[src/hw/rtl/adaptive_replacement_cache_unit_macros.svh]
// ----------------------------------------------------------------------------
// adaptive replacement cache unit assertion macros
// Implication and next-cycle checks sampled on clk_i, off during reset.
// ----------------------------------------------------------------------------
`ifndef ADAPTIVE_REPLACEMENT_CACHE_UNIT_MACROS_SVH
`define ADAPTIVE_REPLACEMENT_CACHE_UNIT_MACROS_SVH

`ifndef ASSERT_OFF
`define ARCU_ASSERT_IMP(name, pre, post) \
  name: assert property (@(posedge clk_i) disable iff (!rst_ni) (pre) |-> (post)) \
    else $error("arcu same-cycle check failed");
`define ARCU_ASSERT_NEXT(name, pre, post) \
  name: assert property (@(posedge clk_i) disable iff (!rst_ni) (pre) |=> (post)) \
    else $error("arcu next-cycle check failed");
`else
`define ARCU_ASSERT_IMP(name, pre, post)
`define ARCU_ASSERT_NEXT(name, pre, post)
`endif

`endif

[src/hw/rtl/arcu_pkg.sv]
// ----------------------------------------------------------------------------
// arcu_pkg
// Shared constants and types of the adaptive replacement cache unit.
// ----------------------------------------------------------------------------
`default_nettype none

package arcu_pkg;

  localparam int unsigned DEF_MAX_CAPACITY = 16;
  localparam int unsigned DEF_GHOST_DEPTH  = 32;
  localparam int unsigned DEF_KEY_BITS     = 16;
  localparam int unsigned DEF_VALUE_BITS   = 32;
  localparam int unsigned CFG_W            = 5;
  localparam int unsigned REQ_TYPE_W       = 2;

  typedef enum logic [REQ_TYPE_W-1:0] {
    REQ_GET     = 2'd0,
    REQ_PUT     = 2'd1,
    REQ_PEEK    = 2'd2,
    REQ_UNKNOWN = 2'd3
  } req_type_e;

  typedef enum logic [1:0] {
    ROW_HOLD,
    ROW_MOVE_IN,
    ROW_REMOVE
  } row_op_e;

  typedef enum logic [1:0] {
    PATH_MISS,
    PATH_B1,
    PATH_B2
  } put_path_e;

  typedef enum logic [2:0] {
    ST_IDLE,
    ST_MATCH,
    ST_DIV,
    ST_ADAPT,
    ST_EVICT,
    ST_FINISH,
    ST_RESP
  } ctrl_state_e;

endpackage

`default_nettype wire

[src/hw/rtl/arcu_cell.sv]
// ----------------------------------------------------------------------------
// arcu_cell
// One list slot: holds a word, shifts from a neighbor and matches the key.
// ----------------------------------------------------------------------------
`default_nettype none

module arcu_cell
  import arcu_pkg::*;
#(
  parameter int unsigned PW        = 4,
  parameter int unsigned LW        = 5,
  parameter int unsigned KEY_BITS  = DEF_KEY_BITS,
  parameter int unsigned WORD_BITS = DEF_KEY_BITS + DEF_VALUE_BITS
) (
  input  logic                 clk_i,
  input  logic [PW-1:0]        idx_i,
  input  row_op_e              op_i,
  input  logic [PW-1:0]        pos_i,
  input  logic [LW-1:0]        len_i,
  input  logic [WORD_BITS-1:0] left_i,
  input  logic [WORD_BITS-1:0] right_i,
  input  logic [KEY_BITS-1:0]  key_i,
  output logic [WORD_BITS-1:0] word_o,
  output logic                 match_o
);

  logic [WORD_BITS-1:0] word_q, word_d;

  // move-in shifts slots up to pos toward the tail, remove closes the gap at pos
  always_comb begin
    word_d = word_q;
    case (op_i)
      ROW_MOVE_IN: begin
        if (idx_i <= pos_i) word_d = left_i;
      end
      ROW_REMOVE: begin
        if (idx_i >= pos_i) word_d = right_i;
      end
      default: ;
    endcase
  end

  always_ff @(posedge clk_i) begin
    word_q <= word_d;
  end

  assign word_o  = word_q;
  assign match_o = (LW'(idx_i) < len_i) && (word_q[WORD_BITS-1 -: KEY_BITS] == key_i);

endmodule

`default_nettype wire

[src/hw/rtl/arcu_row.sv]
// ----------------------------------------------------------------------------
// arcu_row
// A recency-ordered list built as a chain of cells, head at slot 0.
// ----------------------------------------------------------------------------
`default_nettype none

module arcu_row
  import arcu_pkg::*;
#(
  parameter int unsigned DEPTH     = DEF_MAX_CAPACITY,
  parameter int unsigned KEY_BITS  = DEF_KEY_BITS,
  parameter int unsigned WORD_BITS = DEF_KEY_BITS + DEF_VALUE_BITS,
  localparam int unsigned PW       = (DEPTH > 1) ? $clog2(DEPTH) : 1,
  localparam int unsigned LW       = $clog2(DEPTH + 1)
) (
  input  logic                 clk_i,
  input  row_op_e              op_i,
  input  logic [PW-1:0]        pos_i,
  input  logic [LW-1:0]        len_i,
  input  logic [WORD_BITS-1:0] head_i,
  input  logic [KEY_BITS-1:0]  key_i,
  output logic                 hit_o,
  output logic [PW-1:0]        hit_pos_o,
  output logic [WORD_BITS-1:0] hit_word_o,
  output logic [WORD_BITS-1:0] lru_word_o
);

  logic [WORD_BITS-1:0] words [DEPTH];
  logic [DEPTH-1:0]     match;
  logic [LW-1:0]        lru_sel;

  for (genvar i = 0; i < DEPTH; i++) begin : g_cell
    logic [WORD_BITS-1:0] left_w, right_w;
    if (i == 0) begin : g_head
      assign left_w = head_i;
    end else begin : g_mid
      assign left_w = words[i-1];
    end
    if (i == DEPTH - 1) begin : g_tail
      assign right_w = words[i];
    end else begin : g_next
      assign right_w = words[i+1];
    end
    arcu_cell #(
      .PW(PW), .LW(LW), .KEY_BITS(KEY_BITS), .WORD_BITS(WORD_BITS)
    ) u_cell (
      .clk_i   (clk_i),
      .idx_i   (PW'(i)),
      .op_i    (op_i),
      .pos_i   (pos_i),
      .len_i   (len_i),
      .left_i  (left_w),
      .right_i (right_w),
      .key_i   (key_i),
      .word_o  (words[i]),
      .match_o (match[i])
    );
  end

  // most recent match wins
  always_comb begin
    hit_o      = 1'b0;
    hit_pos_o  = '0;
    hit_word_o = '0;
    for (int i = DEPTH - 1; i >= 0; i--) begin
      if (match[i]) begin
        hit_o      = 1'b1;
        hit_pos_o  = PW'(i);
        hit_word_o = words[i];
      end
    end
  end

  assign lru_sel    = len_i - LW'(1);
  assign lru_word_o = words[lru_sel[PW-1:0]];

endmodule

`default_nettype wire

[config.mk]
export PLATFORM = sky130hd
export DESIGN_NAME = arcu_row
export DESIGN_NICKNAME = d
export VERILOG_FILES = /design/src/hw/rtl/adaptive_replacement_cache_unit_macros.svh /design/src/hw/rtl/arcu_pkg.sv /design/src/hw/rtl/arcu_cell.sv /design/src/hw/rtl/arcu_row.sv
export SDC_FILE = /design/constraint.sdc
export NUM_CORES = 2
export LEC_CHECK = 0
export ABC_CLOCK_PERIOD_IN_PS = 6690
export BUFFER_PORTS_ARGS = -buffer_cell sky130_fd_sc_hd__buf_4
export CORE_ASPECT_RATIO = 1.2
export CORE_UTILIZATION = 50
export DETAILED_ROUTE_END_ITERATION = 10
export GPL_TIMING_DRIVEN = 0
export PLACE_DENSITY = 0.67
export REMOVE_ABC_BUFFERS = 1
export SLEW_MARGIN = 15
export SYNTH_ARGS = -nofsm -noshare
export SYNTH_HDL_FRONTEND = slang
export SYNTH_HIERARCHICAL = 1
export SYNTH_SLANG_ARGS = --single-unit
[constraint.sdc]
create_clock -name clk_i -period 6.69 [get_ports clk_i]
set_input_delay 0.3345 -clock clk_i [delete_from_list [all_inputs] [get_ports clk_i]]
set_output_delay 0.3345 -clock clk_i [all_outputs]
set_load 0.02 [all_outputs]
Yosys cells after proc, flatten, opt, wreduce, memory -nomap -nowiden
Index checks and enable logic that the tools add are counted.
{ "word_totals": {"regBits": 768, "output_inout_bits": 101, "word_cells": 243, "inputBits": 76} }
{ "op_classes": {"order_cmp": 48, "mux": 96, "n_bitwise": 1, "reduce_logical": 33, "eq_ne": 48, "addsub": 1} }
{ "ops": {"columns": ["cell", "count"], "rows": [
  ["two-way mux 48 bit", 48],
  ["one-hot mux 48 bit (2 select lines)", 15],
  ["== test 16 bit", 16],
  ["binary-select mux 48 bit (select 4 bit)", 1],
  ["two-way mux 4 bit", 16],
  ["inequality test 2 x 1 -> 1 bit (second input constant)", 30],
  ["AND reduction 3 bit", 15],
  ["less-than comparator 4 x 5 -> 1 bit (first input constant)", 8],
  ["<= comparator 4 bit (first input constant)", 8],
  [">= comparator 4 bit (first input constant)", 7],
  ["less-than comparator 3 x 5 -> 1 bit (first input constant)", 4],
  [">= comparator 3 x 4 -> 1 bit (first input constant)", 4],
  ["<= comparator 3 x 4 -> 1 bit (first input constant)", 4],
  ["logical AND 1 bit", 16],
  ["two-way mux 1 bit", 16],
  ["less-than comparator 1 x 5 -> 1 bit (first input constant)", 2],
  ["less-than comparator 2 x 5 -> 1 bit (first input constant)", 2],
  [">= comparator 1 x 4 -> 1 bit (first input constant)", 2],
  [">= comparator 2 x 4 -> 1 bit (first input constant)", 2],
  ["<= comparator 1 x 4 -> 1 bit (first input constant)", 2],
  ["<= comparator 2 x 4 -> 1 bit (first input constant)", 2],
  [">= comparator 5 bit (second input constant)", 1],
  ["inverter 4 -> 5 bit", 1],
  ["subtractor 4 x 1 -> 4 bit (second input constant)", 1],
  ["4 further kinds", 4]
]} }

Depth between registers and ports, before layout
{ "depth": {"word_depth": 18, "depth_mapped": 14} }

Modules after synthesis
The synthesis kept the hierarchy.
{ "modules_own_cells": {"columns": ["mod", "cells_each", "instances", "area_per_inst_um2"], "rows": [
  ["arcu_cell", 156, 16, 2536.2],
  ["arcu_row", 1166, 1, 11372.2]
]} }

Worst setup path after synthesis
No wires, ideal clock.
{ "synth_timing": {"kind": "input to register", "startpoint": "input port pos_i[3]", "endpoint": "register g_cell[15].u_cell.word_q[0], enable pin", "stages": 6, "arrival_time_ps": 4421, "required_ps": 6177, "path_slack_ps": 1756, "setup_ps": 513, "path_cell_list": "inv_1 > ha_1 > nand4_1 > and3b_1 > and3_1 > nor3_1"} }
{ "synth_between": {"elab_chain_cells": 2} }
{ "synth_lines": {"columns": ["element", "line", "text"], "rows": [
  ["start, declared", "arcu_row.sv:18", "input logic [PW-1:0] pos_i,"],
  ["<= comparator 4 bit", "arcu_cell.sv:34", "if (idx_i <= pos_i) word_d = left_i;"],
  ["AND reduction 2 bit (no source line)", null, null],
  ["end signal, assigned", "arcu_cell.sv:44", "word_q <= word_d;"],
  ["end, declared", "arcu_cell.sv:27", "logic [WORD_BITS-1:0] word_q, word_d;"]
]} }
Every way passes these cells.
A chain may end at the register's enable or synchronous reset.

Worst setup path in the final report
{ "layout_timing": {"startpoint": "register g_cell[11].u_cell.word_q[33]", "endpoint": "output port hit_word_o[46]"} }
{ "layout_between": {"elab_chain_cells": 14} }
{ "layout_lines": {"columns": ["element", "line", "text"], "rows": [
  ["start, declared", "arcu_cell.sv:27", null],
  ["start signal, assigned", "arcu_cell.sv:44", null],
  ["== test 16 bit", "arcu_cell.sv:48", "assign match_o = (LW'(idx_i) < len_i) && (word_q[WORD_BITS-1 -: KEY_BITS] == key_i);"],
  ["logical AND 1 bit", "arcu_cell.sv:48", null],
  ["net match[11]", "arcu_row.sv:29", "logic [DEPTH-1:0] match;"],
  ["two-way mux 48 bit (12 in series)", "arcu_row.sv:66", "if (match[i]) begin"],
  ["end, declared", "arcu_row.sv:24", "output logic [WORD_BITS-1:0] hit_word_o,"]
]} }
The timed path passes the listed nets, and every way through them passes these cells.

==> flow_summary.yaml <==
status:
  status: "completed"
route:
  drtAntennaViolNets: 0
  wl_per_cell_um: 32.7
  vias: 38200
  wl_met1_mm: 64.3
  highest_layer: "met4"
  drtPass1Iterations: 6
  routed_wl_mm: 181
  vias_per_cell: 6.92
  drt_iter0_drc: 5025
  dr_wl_met2_mm: 82.8
  drc: 0
  wl_met3_mm: 21.0
clock_network:
  cts_tree: "yes"
  htree_levels: 3
  cts_root_buf: "clkbuf_16"
  clockBufferDepth: 3
  cts_sinks: 768
  clkTransAtPathRegs_ns: 0.07
  numCtsBuffers: 81
  clk_latency_ns: 0.66
die:
  rows: 129
  initial_core_util_pct: 50.4
  die_x_um: 296
  fp.dieArea_mm2: 0.105
  core_mm2: 0.103
  dieHeight_um: 355
  io_pins: 177
sta:
  tightest_slew_ns: 1.41
  slew_headroom_pct: 6.16
  max_freq_mhz: 162
  rsz0062_at_grt: "false"
  tns_ns: 0
  worst_slack_ns: 0.524
  fin_crit_sh_pct: 92.2
  finalHoldViolCount: 0
  finalSetupViolCount: 0
  final-max-slew-violation-count: 0
  worst_clock_skew_ns: 0.0235
  fin_crit_ns: 6.17
  whs_ns: 0.0218
logic_synthesis:
  ys_ff_latch: 768
  syn_area_mm2: 0.0520
  synth_edf_count: 768
  ys_types: 55
  synth_flop_cell: "edfxtp_1"
  synthCells: 3662
  synth_area_per_cell_um2: 14.2
  seq_area_frac_synth_pct: 44.4
  yosysWarningCount: 6
  async_flop_share_pct: 0
worst_setup_path:
  r2r-start: "g_cell[10].u_cell/word_o[36]"
  rr_worst_depth: 1
  critPathKind: "flip-flop to output port"
  r2r-end: "g_cell[11].u_cell/word_o[36]"
  rrSetupSlack_ns: 5.61
  start_kind: "flip-flop"
  cp_data_required_time_ns: 6.36
  cp_max_fo: 19
  critPathArrivalTime_ns: 5.83
  end_kind: "output port"
worst_hold_path:
  hp-class: "primary input to flip-flop"
  whs_path_depth: 2
  holdPathEnd: "g_cell[0].u_cell/word_o[39]"
  hold_start: "head_i[39]"
global_route:
  grt_pass1_wl_mm: 259
  grt_max_degree: 81
  antenna_found_initial: 3
  gr-total-overflow: 0
  grt_pass1_vias: 37400
  track_usage_pct: 34.0
place:
  port_buffers: 176
  dp_hpwl_mm: 130
  gp_congestion: 0.935
  dp_slack_ns: 1.28
final_layout:
  nets: 4271
  regArea_mm2: 0.0231
  n_antenna_cell: 0
  fillCellCount: 8110
  multi_input_comb_area_mm2: 0.0272
  area_growth_pct: 15.8
  largest_reg_flops: 768
  drive_gt1_share_pct: 38.9
pwr:
  leakage_nw: 22.0
  power.total_w: 0.0145
  vdd_drop_max_mv: 0.152
  powerDensity_mw_per_mm2: 241
run:
  maxCapViolCount: 0
[critical path, stage by stage, from the launching register on]
cell and delay [ns]:
edfxtp_1 0.47, xor2_1 0.19, nor4_1 0.74, nand4_1 0.20, nor3_2 0.65, buf_4 0.35, nor2b_4 0.60, buf_12 0.29
a221o_1 0.17, a31oi_1 0.07, o311a_1 0.39, a211oi_1 0.75, buf_4 0.28
[metrics by stage]
step / cells / util (%) / cell area, µm²
floorplan: 3532 / - / 50500
global placement: 5083 / 52.0 / 53600
detailed placement: 5343 / 55.6 / 57300
CTS: 5523 / 58.4 / 60100
global route: 5523 / 58.4 / 60100
finish: 5523 / 58.4 / 60100
[per-layer routing]
layer / up-vias / GRT usage (%)
met3: 710 / 7.96
met4: 0 / 19.9
met1: 19300 / 43.1
met5: - / 0
li1: 15500 / -
met2: 2649 / 53.0
[how the worst max path moves through the flow]
stage                                 startpoint  slack, ns             end
detailed placement                      len_i[0]       1.28  hit_word_o[26]
finish              g_cell[11].u_cell/word_o[33]       0.52  hit_word_o[46]
global placement                        len_i[0]     -16.42  hit_word_o[32]
CTS                 g_cell[11].u_cell/word_o[33]       0.83  hit_word_o[46]
global route        g_cell[11].u_cell/word_o[33]       0.59  hit_word_o[46]
floorplan           g_cell[14].u_cell/word_o[44]       0.38  hit_word_o[38]
[cell type report]
type,instances,share of cell area (%)
multi-input cells,2626,45.2
flip-flops and latches,768,38.3
repair buffers,467,8.44
clock buffers,102,3.61
well taps,1375,2.86
inverters,138,0.878
clock inverters,47,0.641
[kinds of logic (layout without fill, tap and decap cells)]
kind of cell	after synthesis	in the layout	share of synthesized area, %
XOR/XNOR	274	274	4.62
AND/OR/NAND/NOR	472	472	5.25
buffers and inverters	394	754	4.67
multiplexers	1008	1008	29.5
adder cells (fa/ha/maj)	113	113	2.72
other	2	128	0.0145
flip-flops	768	768	44.4
AO/OA/AOI/OAI	631	631	8.88
[cells in the final DEF (no fill, tap or decap), types with 37 or more instances in the layout]
| cell type | n |
|---|---|
| nand3_1 | 37 |
| nand2b_1 | 37 |
| o22ai_1 | 73 |
| mux4_2 | 227 |
| buf_6 | 55 |
| xor2_1 | 224 |
| conb_1 | 128 |
| inv_1 | 132 |
| nand2_1 | 109 |
| mux2_2 | 448 |
| a221oi_1 | 120 |
| edfxtp_1 | 768 |
| clkbuf_16 | 84 |
| o221ai_1 | 76 |
| xnor2_1 | 48 |
| o21ai_0 | 61 |
| a21oi_1 | 88 |
| o211ai_1 | 44 |
| nor4_1 | 50 |
| buf_16 | 43 |
| mux2_4 | 320 |
| buf_4 | 302 |
| a22oi_1 | 37 |
| ha_1 | 112 |
[where the power goes]
| group | switching [W] | internal [W] |
|---|---|---|
| clock | 0.00203 | 0.00250 |
| combinational | 0.00161 | 0.00166 |
| sequential | 0.000612 | 0.00610 |
[cells in the mapped netlist (33+ instances only)]
| cell type | number | area share (%) |
|---|---|---|
| mux2_2 | 448 | 9.7 |
| and3_1 | 36 | 0.43 |
| edfxtp_1 | 768 | 44 |
| xor2_1 | 224 | 3.8 |
| o21ai_0 | 61 | 0.59 |
| nand2_1 | 109 | 0.79 |
| mux4_2 | 227 | 9.8 |
| clkbuf_1 | 115 | 0.83 |
| nor4_1 | 50 | 0.60 |
| buf_12 | 33 | 1.3 |
| nand2b_1 | 41 | 0.49 |
| nand3_1 | 37 | 0.36 |
| a21oi_1 | 88 | 0.85 |
| xnor2_1 | 50 | 0.84 |
| o221ai_1 | 76 | 1.3 |
| a221oi_1 | 120 | 2.0 |
| o22ai_1 | 73 | 0.88 |
| a22oi_1 | 37 | 0.53 |
| inv_1 | 137 | 0.99 |
| buf_4 | 39 | 0.56 |
| mux2_4 | 320 | 9.2 |
| nor3_1 | 35 | 0.34 |
| o211ai_1 | 44 | 0.64 |
| ha_1 | 113 | 2.7 |
| nor2_1 | 35 | 0.25 |
[repair_timing]
action / CTS / global route
resized for setup: 0 / 0
setup buffers: 0 / 0
hold endpoints to repair: 31 / 0
hold buffers: 31 / 0
(Power assumes the default switching activity.)
