## config.mk

```make
export PLATFORM = sky130hd
export DESIGN_NAME = arcu_div
export DESIGN_NICKNAME = d
export VERILOG_FILES = /design/src/hw/rtl/adaptive_replacement_cache_unit_macros.svh /design/src/hw/rtl/arcu_pkg.sv /design/src/hw/rtl/arcu_div.sv
export SDC_FILE = /design/constraint.sdc
export NUM_CORES = 1
export LEC_CHECK = 0
export BUFFER_PORTS_ARGS = -buffer_cell sky130_fd_sc_hd__buf_4
export CORE_ASPECT_RATIO = 1.75
export CORE_UTILIZATION = 51
export CTS_CLUSTER_DIAMETER = 200
export DETAILED_ROUTE_END_ITERATION = 8
export PLACE_DENSITY_LB_ADDON = 0.08
export SLEW_MARGIN = 20
export SYNTH_ARGS = -nofsm -noshare
export SYNTH_HDL_FRONTEND = slang
export SYNTH_SLANG_ARGS = --single-unit
```

## constraint.sdc

```tcl
create_clock -name clk_i -period 2.4 [get_ports clk_i]
set_input_delay 0.36 -clock clk_i [delete_from_list [all_inputs] [get_ports clk_i]]
set_output_delay 0.36 -clock clk_i [all_outputs]
set_load 0.02 [all_outputs]
```

## src/hw/rtl/adaptive_replacement_cache_unit_macros.svh

```systemverilog
// ----------------------------------------------------------------------------
// adaptive replacement cache unit assertion macros
// Implication and next-cycle checks sampled on clk_i, off during reset.
// ----------------------------------------------------------------------------
`ifndef ADAPTIVE_REPLACEMENT_CACHE_UNIT_MACROS_SVH
`define ADAPTIVE_REPLACEMENT_CACHE_UNIT_MACROS_SVH

`ifndef ASSERT_OFF
`define ARCU_ASSERT_IMP(name, pre, post) \
  name: assert property (@(posedge clk_i) disable iff (!rst_ni) (pre) |-> (post)) \
    else $error("arcu same-cycle check failed");
`define ARCU_ASSERT_NEXT(name, pre, post) \
  name: assert property (@(posedge clk_i) disable iff (!rst_ni) (pre) |=> (post)) \
    else $error("arcu next-cycle check failed");
`else
`define ARCU_ASSERT_IMP(name, pre, post)
`define ARCU_ASSERT_NEXT(name, pre, post)
`endif

`endif

```

## src/hw/rtl/arcu_pkg.sv

```systemverilog
// ----------------------------------------------------------------------------
// arcu_pkg
// Shared constants and types of the adaptive replacement cache unit.
// ----------------------------------------------------------------------------
`default_nettype none

package arcu_pkg;

  localparam int unsigned DEF_MAX_CAPACITY = 16;
  localparam int unsigned DEF_GHOST_DEPTH  = 32;
  localparam int unsigned DEF_KEY_BITS     = 16;
  localparam int unsigned DEF_VALUE_BITS   = 32;
  localparam int unsigned CFG_W            = 5;
  localparam int unsigned REQ_TYPE_W       = 2;

  typedef enum logic [REQ_TYPE_W-1:0] {
    REQ_GET     = 2'd0,
    REQ_PUT     = 2'd1,
    REQ_PEEK    = 2'd2,
    REQ_UNKNOWN = 2'd3
  } req_type_e;

  typedef enum logic [1:0] {
    ROW_HOLD,
    ROW_MOVE_IN,
    ROW_REMOVE
  } row_op_e;

  typedef enum logic [1:0] {
    PATH_MISS,
    PATH_B1,
    PATH_B2
  } put_path_e;

  typedef enum logic [2:0] {
    ST_IDLE,
    ST_MATCH,
    ST_DIV,
    ST_ADAPT,
    ST_EVICT,
    ST_FINISH,
    ST_RESP
  } ctrl_state_e;

endpackage

`default_nettype wire

```

## src/hw/rtl/arcu_div.sv

```systemverilog
// ----------------------------------------------------------------------------
// arcu_div
// Restoring divider for ghost list length ratios, one quotient bit a cycle.
// ----------------------------------------------------------------------------
`default_nettype none

module arcu_div
  import arcu_pkg::*;
#(
  parameter int unsigned W = 6
) (
  input  logic         clk_i,
  input  logic         rst_ni,
  input  logic         start_i,
  input  logic [W-1:0] num_i,
  input  logic [W-1:0] den_i,
  output logic         done_o,
  output logic [W-1:0] quot_o
);

  localparam int unsigned CNTW = $clog2(W + 1);

  logic            busy_q, busy_d, done_q, done_d;
  logic [CNTW-1:0] cnt_q, cnt_d;
  logic [W-1:0]    rem_q, rem_d, quot_q, quot_d, den_q, den_d;
  logic [W:0]      shifted, diff;
  logic            ge;

  assign shifted = {rem_q, quot_q[W-1]};
  assign diff    = shifted - (W+1)'(den_q);
  assign ge      = shifted >= (W+1)'(den_q);

  always_comb begin
    busy_d = busy_q;
    done_d = 1'b0;
    cnt_d  = cnt_q;
    rem_d  = rem_q;
    quot_d = quot_q;
    den_d  = den_q;
    if (start_i) begin
      busy_d = 1'b1;
      cnt_d  = CNTW'(W);
      rem_d  = '0;
      quot_d = num_i;
      den_d  = den_i;
    end else if (busy_q) begin
      rem_d  = ge ? diff[W-1:0] : shifted[W-1:0];
      quot_d = {quot_q[W-2:0], ge};
      cnt_d  = cnt_q - CNTW'(1);
      if (cnt_q == CNTW'(1)) begin
        busy_d = 1'b0;
        done_d = 1'b1;
      end
    end
  end

  always_ff @(posedge clk_i or negedge rst_ni) begin
    if (!rst_ni) begin
      busy_q <= 1'b0;
      done_q <= 1'b0;
      cnt_q  <= '0;
    end else begin
      busy_q <= busy_d;
      done_q <= done_d;
      cnt_q  <= cnt_d;
    end
  end

  always_ff @(posedge clk_i) begin
    rem_q  <= rem_d;
    quot_q <= quot_d;
    den_q  <= den_d;
  end

  assign done_o = done_q;
  assign quot_o = quot_q;

endmodule

`default_nettype wire

```

Yosys cells after proc, flatten, opt, wreduce, memory -nomap -nowiden. Index checks and enable logic that the tools add are counted.

Register bits after elaboration: 23. Input bits: 15. Output and inout bits: 7. Word-level logic and storage cells: 22.

Add/sub/neg operators: 2. Order comparisons: 1. Eq/ne operators: 1. Muxes and demuxes: 11. Reductions and logical operators: 1.

Operator list (count): 6-bit two-way mux (3); 7-bit by 6-bit greater-or-equal comparator with 1-bit output (1); 1-bit two-way mux (6); 3-bit two-way mux (2); 6-bit subtractor (1); 3-bit by 1-bit equality test with 1-bit output (second input constant) (1); 3-bit by 1-bit subtractor with 3-bit output (second input constant) (1); 2-bit nonzero test (1).

Depth between registers and ports, before layout. Gate-level depths: netlist of run 1.

Depth after elaboration: 4. Gate-level depth with buffers: 8. Mapped depth without buffers: 8.

Worst setup path after synthesis of run 1. OpenSTA, ideal clock, no wires.

Path type: register to register. Start: register den_q[4]. End: register quot_q[0], in the netlist quot_o[0], data pin. Setup time: 260 ps. Data arrival time: 1669 ps. Data required time: 2140 ps. Path slack: 471 ps. Stages on the path, launching flop included: 8. Path buffers: 1. Period minus slack after synthesis: 1929 ps. Path through: edfxtp_1 -> inv_1 -> ha_1 -> a21o_1 -> a211o_1 -> a41o_1 -> buf_6 -> mux2_2.

Cells in the longest elaborated chain, start to end: 3.

RTL lines: from (decl) (line arcu_div.sv:25) `logic [W-1:0] rem_q, rem_d, quot_q, quot_d, den_q, den_d;`; from (signal assigned) (line arcu_div.sv:72) `den_q <= den_d;`; 7-bit by 6-bit greater-or-equal comparator with 1-bit output (line arcu_div.sv:31) `assign ge = shifted >= (W+1)'(den_q);`; 6-bit two-way mux (line arcu_div.sv:46) `end else if (busy_q) begin`; 6-bit two-way mux (line arcu_div.sv:40) `if (start_i) begin`; net quot_d[0] (line arcu_div.sv:25); to (signal assigned) (line arcu_div.sv:71) `quot_q <= quot_d;`; to (decl) (line arcu_div.sv:25).

The timed path passes the listed nets, and every way through them passes these cells. The select of a mux whose other input is x is not followed. A chain may end at the register's enable or synchronous reset.

Worst setup path in the final report of run 1. Ends and elaborated chain as after synthesis.

==> results.ini, run 1 <==
[yosys]
synth_compound_area_frac = 0.126
synthXorXnorAreaFrac = 0.0278
yosys-top-cells-area = edfxtp_1 (29%), dfrtp_1 (9.9%), dfxtp_1 (9.5%), ha_1 (8.9%), mux2_2 (6.3%)
netlist.area_leader.share = 0.286
ys_seq_area_frac = 0.481
synthCells = 116
synth.cell_area_mm2 = 0.00126
ys_seq_elements = 23
synth_ff_type = edfxtp_1
synthAdderAreaFrac = 0.105
ys_async_sr_fraction = 0.217
synth_edf_count = 12
synth_commonest_cells = edfxtp_1 (12), nor2_1 (12), inv_1 (11), ha_1 (9), mux2_2 (7)
synthSimpleGateAreaFrac = 0.119
syn_nets = 141
synthMuxAreaShare = 0.0865
synth_top_family_by_area = compound AO/OA/AOI/OAI gates
synth_largest_area_cell = edfxtp_1
synthDistinctLibCells = 33
synth_area_per_cell_um2 = 10.9
yosysWarnings = 0

[critical_path]
crit_fanout = 10
required_ns = 2.42
critPathArrivalTime_ns = 2.05
criticalPathCategory = reg -> reg
cp-end-kind = flip-flop
start_kind = flip-flop

[timing]
finalCriticalPeriod_ns = 2.04
rsz0062_at_grt = false
clock_skew_ns = 0.00263
finalCritPeriodShare = 0.849
max_slew.worst_pin.slew_ns = 0.572
tns_ns = 0
timing.fmax_mhz = 491
hold_violations = 0
slew_viol_final = 0
setup_viol = 0
timing.final.ws_setup_ns = 0.363
maxSlewHeadroom = 0.618

[clock_tree]
cts_buffers = 3
cts_tree = done
htree_num_levels = 1
cts.clk_slew.worst_paths_ns = 0.08
cts-root-buf = clkbuf_8
cts_setup_buffers = 0
clk_path_buf_depth = 2
cts_num_sinks = 23
clkLatencyLatePin_ns = 0.26

[global_route]
track_usage = 0.181
grt_max_degree = 27
overflow = 0
grt_pass1_wl_um = 3300
antenna_found_initial = 0
grt_pass1_vias = 839

[place]
dp.final_hpwl_um = 1650
place_inst = 157
place.gp.congestion = 0.680
io_buffers = 21
preCtsSetupSlack_ns = 0.367

[route]
ant_nets = 0
routed_via_density = 5.30
drt_iter0_drc = 18
vias = 859
routedWlPerCell_um = 13.1
wl_um = 2130
firstDrtPassIters = 4
drc = 0

[die]
initial_core_util = 0.547
rows = 23
die_w_um = 39.6
num_io_pins = 22
core_mm2 = 0.00230
die_h_um = 67.7
dieArea_mm2 = 0.00268

[pwr]
ir_drop_uv = 541
p_leak_nw = 0.668
p_per_area_mw_per_mm2 = 939

[min_path]
hold_path.class = in -> reg

[layout]
nets = 163
n_antenna_cell = 0
syn2layout_area_growth_pct = 17.4
post-route-util = 0.642
layout-drive-gt1-share = 0.255
layout.cells.non_filler = 162

[flow_run]
drv_cap = 0

[outcome]
status = completed

==> through the flow <==
| step | power, mW | hold slack, ns | instance area, um2 |
|---|---|---|---|
| after global placement | 1.15 | 0.163 | 1420 |
| after global routing | 1.49 | 0.255 | 1480 |
| after floorplan | 1.05 | 0.0644 | 1260 |
| final | 1.39 | 0.269 | 1480 |
| after detailed placement | 1.17 | 0.165 | 1420 |
| after CTS | 1.41 | 0.260 | 1480 |
==> cell usage in the layout (no fill, tap or decap), types with 6 or more instances in the layout <==
cell type / n
buf_4: 21
nor2_1: 12
edfxtp_1: 12
inv_1: 11
ha_1: 9
mux2_2: 7
dfxtp_1: 6
==> flip-flops by register name, indices dropped and copies added, names as in the netlist <==
register,flops
quot_o,6
cnt_q,3
rem_q,6
busy_q,1
den_q,6
done_o,1
==> logic make-up (layout without fill, tap and decap cells) <==
family                   Yosys count  count (layout)
AND/OR/NAND/NOR                   30              30
AO/OA/AOI/OAI                     23              23
multiplexers                      10              10
XOR/XNOR                           4               4
adder cells (fa/ha/maj)           10              10
buffers and inverters             16              37
flip-flops                        23              23
==> layout make-up <==
| type | count | area (um2) |
|---|---|---|
| fillers | 209 | 825 |
| flip-flops and latches | 23 | 606 |
| multi-input cells | 77 | 586 |
| repair buffers | 22 | 168 |
| clock buffers | 3 | 41.3 |
| inverters | 11 | 41.3 |
| well taps | 25 | 31.3 |
| clock inverters | 1 | 5.00 |
==> final timing paths <==
check                                   endpoint  cells past startpoint                   from  slack [ns]
setup / recovery             quot_o[0]$_DFFE_PP_                      6     den_q[4]$_DFFE_PP_        0.36
hold / removal                den_q[3]$_DFFE_PP_                      1               den_i[3]        0.27
setup reg to reg             quot_o[0]$_DFFE_PP_                      6     den_q[4]$_DFFE_PP_        0.36
hold reg to reg            rem_q[4]$_SDFFE_PP0P_                      2  rem_q[4]$_SDFFE_PP0P_        0.51
max in group asynchronous       done_o$_DFF_PN0_                      2                 rst_ni        1.87
min in group asynchronous   cnt_q[0]$_DFFE_PN0P_                      2                 rst_ni        0.43
==> report_power, final <==
part           leakage [nW]  switching [mW]  internal, mW  total, mW
Sequential            0.228          0.0523         0.503      0.555
Combinational         0.415           0.308         0.290      0.598
Clock                0.0255           0.119         0.116      0.235
Total                 0.668           0.479         0.909       1.39
==> worst max-delay path, stage by stage (launching register included) <==
cell and delay, ns:
edfxtp_1 0.33, inv_1 0.04, ha_1 0.33, a21o_1 0.18, a211o_1 0.29, a41o_1 0.33, mux2_2 0.30
==> per-layer routing <==
layer,routed length (um),vias up,GRT usage
met5,0,-,0
met4,45,0,0.0905
met3,60,5,0.0362
met2,1160,13,0.332
met1,863,392,0.177
li1,-,449,-
==> what timing repair did <==
action / CTS / global route
gates resized for setup: 0 / 0
endpoints found under the hold margin: 5 / 0
hold buffers: 1 / 0
setup endpoints to repair: 0 / 0
Power figures use the tool's default switching activity.
==> run 2: changes to the inputs <==
--- a/config.mk
+++ b/config.mk
@@ -7,7 +7,7 @@
 export LEC_CHECK = 0
 export BUFFER_PORTS_ARGS = -buffer_cell sky130_fd_sc_hd__buf_4
 export CORE_ASPECT_RATIO = 1.75
-export CORE_UTILIZATION = 51
+export CORE_UTILIZATION = 49
 export CTS_CLUSTER_DIAMETER = 200
 export DETAILED_ROUTE_END_ITERATION = 8
 export PLACE_DENSITY_LB_ADDON = 0.08
==> constraint.sdc (replaced) <==
create_clock -name clk_i -period 1.86 [get_ports clk_i]
set_input_delay 0.279 -clock clk_i [delete_from_list [all_inputs] [get_ports clk_i]]
set_output_delay 0.279 -clock clk_i [all_outputs]
set_load 0.02 [all_outputs]
==> results.ini, run 2 (same netlist as run 1, synthesis figures left out) <==
[timing]
fin_worst_hold_slack_ns = 0.189  ; -0.0798 ns
slew_viol_final = 0  ; unchanged
timing.final.ws_setup_ns = -0.0133  ; -0.377 ns
hold_violations = 0  ; unchanged
maxSlewHeadroom = 0.609  ; -0.00987
finalCriticalPeriod_ns = 1.87  ; -0.163 ns
clock_skew_ns = 0.00243  ; -0.000199 ns
rsz0062_at_grt = true
setup_viol = 1  ; +1
max_slew.worst_pin.slew_ns = 0.587  ; +0.0148 ns
timing.fmax_mhz = 534  ; +8.7%
finalCritPeriodShare = 1.01  ; +0.159

[route]
routed_via_density = 5.34  ; +0.72%
routedWlPerCell_um = 14.0  ; +6.4%
drt_iter0_drc = 21  ; +3
ant_nets = 0  ; unchanged
firstDrtPassIters = 4  ; unchanged
wl_um = 2460  ; +16%
drc = 0  ; unchanged
vias = 940  ; +9.4%

[clock_tree]
clkLatencyLatePin_ns = 0.26  ; about the same
cts_num_sinks = 23  ; unchanged
cts-root-buf = clkbuf_8
cts_tree = done
cts.clk_slew.worst_paths_ns = 0.08  ; about the same
htree_num_levels = 1  ; unchanged
clk_path_buf_depth = 2  ; unchanged
cts_buffers = 3  ; unchanged

[global_route]
antenna_found_initial = 0  ; unchanged
track_usage = 0.208  ; +0.0271
grtUsageMet3 = 0.0289  ; -0.00725
overflow = 0  ; unchanged
grt_pass1_vias = 1009  ; +20%
busiest_layer = met2
met1_usage = 0.230  ; +0.0528
grt_max_degree = 27  ; unchanged
met2_usage = 0.367  ; +0.0354
grt_pass1_wl_um = 4110  ; +25%

[outcome]
violations = setup timing
status = finished with violations

[pwr]
finalPower_mw = 2.06  ; +48%
ir_drop_uv = 885  ; +64%
p_per_area_mw_per_mm2 = 1260  ; +34%
p_leak_nw = 0.736  ; +10%

[layout]
final_common_cell = buf_4
fillers = 217  ; +3.8%
n_antenna_cell = 0  ; unchanged
seq_area_um2 = 606  ; unchanged
layout-drive-gt1-share = 0.373  ; +0.118
syn2layout_area_growth_pct = 29.7
nets = 176  ; +8.0%
multiInputGateArea_um2 = 651  ; +11%
layout_common_cells = buf_4 (33), nor2_1 (12), edfxtp_1 (12)
layout.cells.non_filler = 176  ; +8.6%

[die]
num_io_pins = 22  ; unchanged
die_h_um = 69.0  ; +2.0%
core_mm2 = 0.00246  ; +7.0%
rows = 24  ; +4.3%
initial_core_util = 0.511  ; -0.0356
die_w_um = 40.3  ; +1.9%
dieArea_mm2 = 0.00278  ; +3.9%

[place]
place.gp.congestion = 0.703  ; +3.3%
dp.final_hpwl_um = 1790  ; +8.6%
io_buffers = 21  ; unchanged
place_inst = 168  ; +7.0%

[critical_path]
rr_startpoint = den_q[4]$_DFFE_PP_
required_ns = 1.88  ; -0.54 ns
crit_fanout = 5  ; -5
critPathMaxStageDelay_ns = 0.38  ; +0.05 ns
criticalPathCategory = reg -> reg
cp-end-kind = flip-flop
r2r_setup_slack_ns = -0.01  ; -0.38 ns
crit-reg2reg-capture = quot_o[0]$_DFFE_PP_
crit_chain = inv_2 -> ha_4 -> a21o_1 -> a211o_1 -> a41o_4 -> mux2_2
start_kind = flip-flop
critPathArrivalTime_ns = 1.89  ; -0.16 ns
r2r_cells = 6  ; unchanged
critPathSlowestCell = edfxtp_1

[min_path]
worstHoldPathCells = 1  ; unchanged
hold_path.class = in -> reg
holdCritStartpoint = den_i[2]
holdPathEnd = den_q[2]$_DFFE_PP_

[flow_run]
drv_cap = 0  ; unchanged

-- run 2: cell types whose count changed in the layout (fill, tap and decap cells not counted), moves of 2 or more --
| cell | before | now |
|---|---|---|
| o21ai_0 | 5 | 3 |
| buf_4 | 21 | 33 |
| inv_2 | 0 | 2 |
| ha_4 | 0 | 2 |
| inv_1 | 11 | 9 |
| ha_1 | 9 | 7 |
-- run 2: area by class of cell --
type,instances,area share
multi-input combinational,78,0.398
sequential,23,0.371
timing repair buffer,34,0.158
clock buffer,4,0.0276
inverter,11,0.0253
tap,26,0.0199
-- run 2: critical path: cells and delay by family, from the launching register on --
family	cells	cell delay, ns
AOI/OAI and AO/OA	3	0.73
muxes	1	0.26
adders and majority gates	1	0.19
DFF	1	0.38
buffers and inverters	1	0.08
-- run 2: worst max-delay path by stage --
stage	from	endpoint	slack, ns
3_5_place_dp	den_q[4]$_DFFE_PP_	quot_o[0]$_DFFE_PP_	-0.11
3_3_place_gp	den_q[4]$_DFFE_PP_	quot_o[0]$_DFFE_PP_	-0.08
4_1_cts	den_q[4]$_DFFE_PP_	quot_o[0]$_DFFE_PP_	-0.01
2_1_floorplan	den_q[4]$_DFFE_PP_	quot_o[0]$_DFFE_PP_	-0.03
5_1_grt	den_q[0]$_DFFE_PP_	rem_q[4]$_SDFFE_PP0P_	-0.14
6_report	den_q[4]$_DFFE_PP_	quot_o[0]$_DFFE_PP_	-0.01
-- run 2: layer usage --
layer | vias to the layer above | part of all wire
li1 | 476 | -
met1 | 447 | 0.37
met2 | 13 | 0.59
met3 | 4 | 0.020
met4 | 0 | 0.019
met5 | - | 0
-- run 2: timing repair --
item | CTS | global route
hold buffers | 1 | 0
pin swaps | 4 | 8
gates resized for setup | 5 | 5
cloned | 1 | 0
buffers inserted | 1 | 1
setup endpoints to repair | 7 | 7
endpoints found under the hold margin | 5 | 0
-- run 2: stage by stage --
stage / TNS, ns / instance area (um2) / utilization / worst slack, ns
after floorplan: -0.0290 / 1280 / - / -0.0290
after global placement: -0.199 / 1520 / 0.616 / -0.0796
after detailed placement: -0.392 / 1520 / 0.616 / -0.114
after CTS: -0.0122 / 1600 / 0.651 / -0.0122
after global routing: -0.338 / 1630 / 0.663 / -0.136
final: -0.0133 / 1630 / 0.663 / -0.0133
-- run 2: where the power goes --
group          internal [mW]  leakage, nW  switching, mW  total, mW
registers              0.649        0.228         0.0695      0.718
clock network          0.153       0.0228          0.151      0.304
logic                  0.535        0.485          0.502       1.04
total                   1.34        0.736          0.722       2.06
==> run 3: changes to the inputs <==
--- a/config.mk
+++ b/config.mk
@@ -6,11 +6,14 @@
 export NUM_CORES = 1
 export LEC_CHECK = 0
 export BUFFER_PORTS_ARGS = -buffer_cell sky130_fd_sc_hd__buf_4
+export CAP_MARGIN = 20
 export CORE_ASPECT_RATIO = 1.75
-export CORE_UTILIZATION = 49
+export CORE_UTILIZATION = 51
+export CTS_BUF_LIST = sky130_fd_sc_hd__clkbuf_4 sky130_fd_sc_hd__clkbuf_8
 export CTS_CLUSTER_DIAMETER = 200
 export DETAILED_ROUTE_END_ITERATION = 8
 export PLACE_DENSITY_LB_ADDON = 0.08
+export RECOVER_POWER = 50
 export SLEW_MARGIN = 20
 export SYNTH_ARGS = -nofsm -noshare
 export SYNTH_HDL_FRONTEND = slang
==> results.ini, run 3 (same netlist as run 1, synthesis figures left out) <==
[layout]
layout.cells.non_filler = 176  ; unchanged
n_antenna_cell = 0  ; unchanged
layout-drive-gt1-share = 0.377  ; +0.00415
nets = 177  ; +0.57%
stdcell_area_mm2 = 0.00163  ; -0.31%
final_common_cell = buf_4
post-route-util = 0.707  ; +0.0440
layout_common_cells = buf_4 (27), nor2_1 (12), edfxtp_1 (12)
syn2layout_area_growth_pct = 29.3

[flow_run]
drv_cap = 0  ; unchanged

[critical_path]
crit_family = compound AO/OA/AOI/OAI gates
critPathMaxStageDelay_ns = 0.38  ; about the same
required_ns = 1.87  ; about the same
crit_fanout = 5  ; unchanged
cp-end-kind = flip-flop
criticalPathCategory = reg -> reg
crit_buf_inv = 1  ; unchanged
start_kind = flip-flop
critPathSlowestCell = edfxtp_1
crit_chain = inv_2 -> ha_4 -> a21o_1 -> a211o_1 -> a41o_4 -> mux2_2
critPathArrivalTime_ns = 1.88  ; about the same

[clock_tree]
htree_num_levels = 1  ; unchanged
cts_num_sinks = 23  ; unchanged
cts-root-buf = clkbuf_8
cts_tree = done
cts_buffers = 3  ; unchanged
cts.clk_slew.worst_paths_ns = 0.07  ; about the same
clk_path_buf_depth = 2  ; unchanged
clkLatencyLatePin_ns = 0.25  ; about the same

[route]
firstDrtPassIters = 4  ; unchanged
routed_via_density = 5.28  ; -1.1%
ant_nets = 0  ; unchanged
wl_um = 2220  ; -9.7%
routedWlPerCell_um = 12.6  ; -9.7%
drt_iter0_drc = 14  ; -33%
drc = 0  ; unchanged
vias = 930  ; -1.1%

[global_route]
grt_pass1_vias = 890  ; -12%
grt_pass1_wl_um = 3530  ; -14%
grt_max_degree = 27  ; unchanged
antenna_found_initial = 0  ; unchanged
overflow = 0  ; unchanged
track_usage = 0.189  ; -0.0188

[die]
die_h_um = 67.7  ; -1.9%
core_mm2 = 0.00230  ; -6.5%
rows = 23  ; -4.2%
die_w_um = 39.6  ; -1.9%
dieArea_mm2 = 0.00268  ; -3.8%
num_io_pins = 22  ; unchanged
initial_core_util = 0.547  ; +0.0356

[outcome]
violations = setup timing
status = finished with violations

[timing]
setup_viol = 1  ; unchanged
maxSlewHeadroom = 0.601  ; -0.00717
clock_skew_ns = 0.00288  ; +0.000450 ns
rsz0062_at_grt = true
finalCritPeriodShare = 1.00  ; -0.00252
timing.final.ws_setup_ns = -0.00865  ; +0.00469 ns
slew_viol_final = 0  ; unchanged
hold_violations = 0  ; unchanged
max_slew.worst_pin.slew_ns = 0.598  ; +0.0108 ns
timing.fmax_mhz = 535  ; +0.25%
finalCriticalPeriod_ns = 1.87  ; -0.00469 ns

[pwr]
p_per_area_mw_per_mm2 = 1270  ; +0.62%
clock_power_share = 0.149  ; about the same
swShare = 0.338  ; -0.0132
switching_power_mw = 0.697  ; -3.5%
p_seq_frac = 0.348  ; about the same
p_leak_nw = 0.734  ; -0.23%
ir_drop_uv = 818  ; -7.6%
power.internal_mw = 1.37  ; +2.4%
pwr-share-comb = 0.504  ; about the same

[place]
place.gp.congestion = 0.701  ; -0.20%
place_area_mm2 = 0.00152  ; +0.41%
preCtsSetupSlack_ns = -0.0799  ; +0.0336 ns
place_inst = 168  ; unchanged
dp.final_hpwl_um = 1700  ; -5.0%
io_buffers = 21  ; unchanged

[min_path]
hold_path.class = in -> reg

[run 3: cell types whose count changed in the layout (fill, tap and decap cells not counted), sizes merged]
cell	previous run	this run
clkbuf	4	11
buf	33	27
[run 3: final cells by class]
| type | instances | area [um2] |
|---|---|---|
| Sequential cell | 23 | 606 |
| Clock buffer | 4 | 48.8 |
| Tap cell | 25 | 31.3 |
| Timing Repair Buffer | 35 | 262 |
| Fill cell | 176 | 674 |
| Inverter | 11 | 41.3 |
| Multi-Input combinational cell | 78 | 639 |
[run 3: layer usage]
metal | vias up | part of all wire | track usage | routed length [um]
met5 | - | 0 | 0 | 0
met4 | 0 | 0.015 | 0.0776 | 33
met3 | 5 | 0.022 | 0.0230 | 50
met2 | 15 | 0.58 | 0.350 | 1290
met1 | 434 | 0.38 | 0.200 | 848
li1 | 476 | - | - | -
[run 3: path summary, 6_finish.rpt]
kind | slack (ns) | endpoint | cells past startpoint | from
worst min register to register | 0.52 | cnt_q[1]$_DFFE_PN0P_ | 2 | cnt_q[1]$_DFFE_PN0P_
worst min-delay path | 0.22 | den_q[3]$_DFFE_PP_ | 1 | den_i[3]
worst max register to register | -0.009 | quot_o[0]$_DFFE_PP_ | 6 | den_q[4]$_DFFE_PP_
min in group asynchronous | 0.40 | cnt_q[2]$_DFFE_PN0P_ | 2 | rst_ni
max in group asynchronous | 1.26 | cnt_q[1]$_DFFE_PN0P_ | 2 | rst_ni
worst max-delay path | -0.009 | quot_o[0]$_DFFE_PP_ | 6 | den_q[4]$_DFFE_PP_
[run 3: timing repair]
action | CTS | global route
buffers inserted | 1 | 1
endpoints found under the hold margin | 5 | 0
setup endpoints to repair | 7 | 6
gates cloned | 0 | 1
hold buffers | 1 | 0
resized for setup | 4 | 6
pin swaps | 2 | 2
[run 3: metrics by stage]
step	hold slack, ns	power [mW]	setup TNS [ns]
floorplan	-0.0166	1.38	-0.0290
global route	0.200	2.22	-0.0862
finish	0.216	2.07	-0.00865
CTS	0.187	2.02	-0.00349
detailed placement	0.0825	1.66	-0.327
global placement	0.0826	1.64	-0.0747
[run 3: power groups by stage]
stage / clock network [mW] / registers [mW] / logic, mW
floorplan: 0 / 0.750 / 0.629
global placement: 0 / 0.728 / 0.909
detailed placement: 0 / 0.729 / 0.927
CTS: 0.323 / 0.719 / 0.975
global route: 0.345 / 0.733 / 1.14
finish: 0.307 / 0.718 / 1.04
[run 3: worst reg2reg max path, cell delays in order, from the launching register on]
cell,delay [ns]
edfxtp_1,0.38
inv_2,0.07
ha_4,0.19
a21o_1,0.15
a211o_1,0.28
a41o_4,0.28
mux2_2,0.27
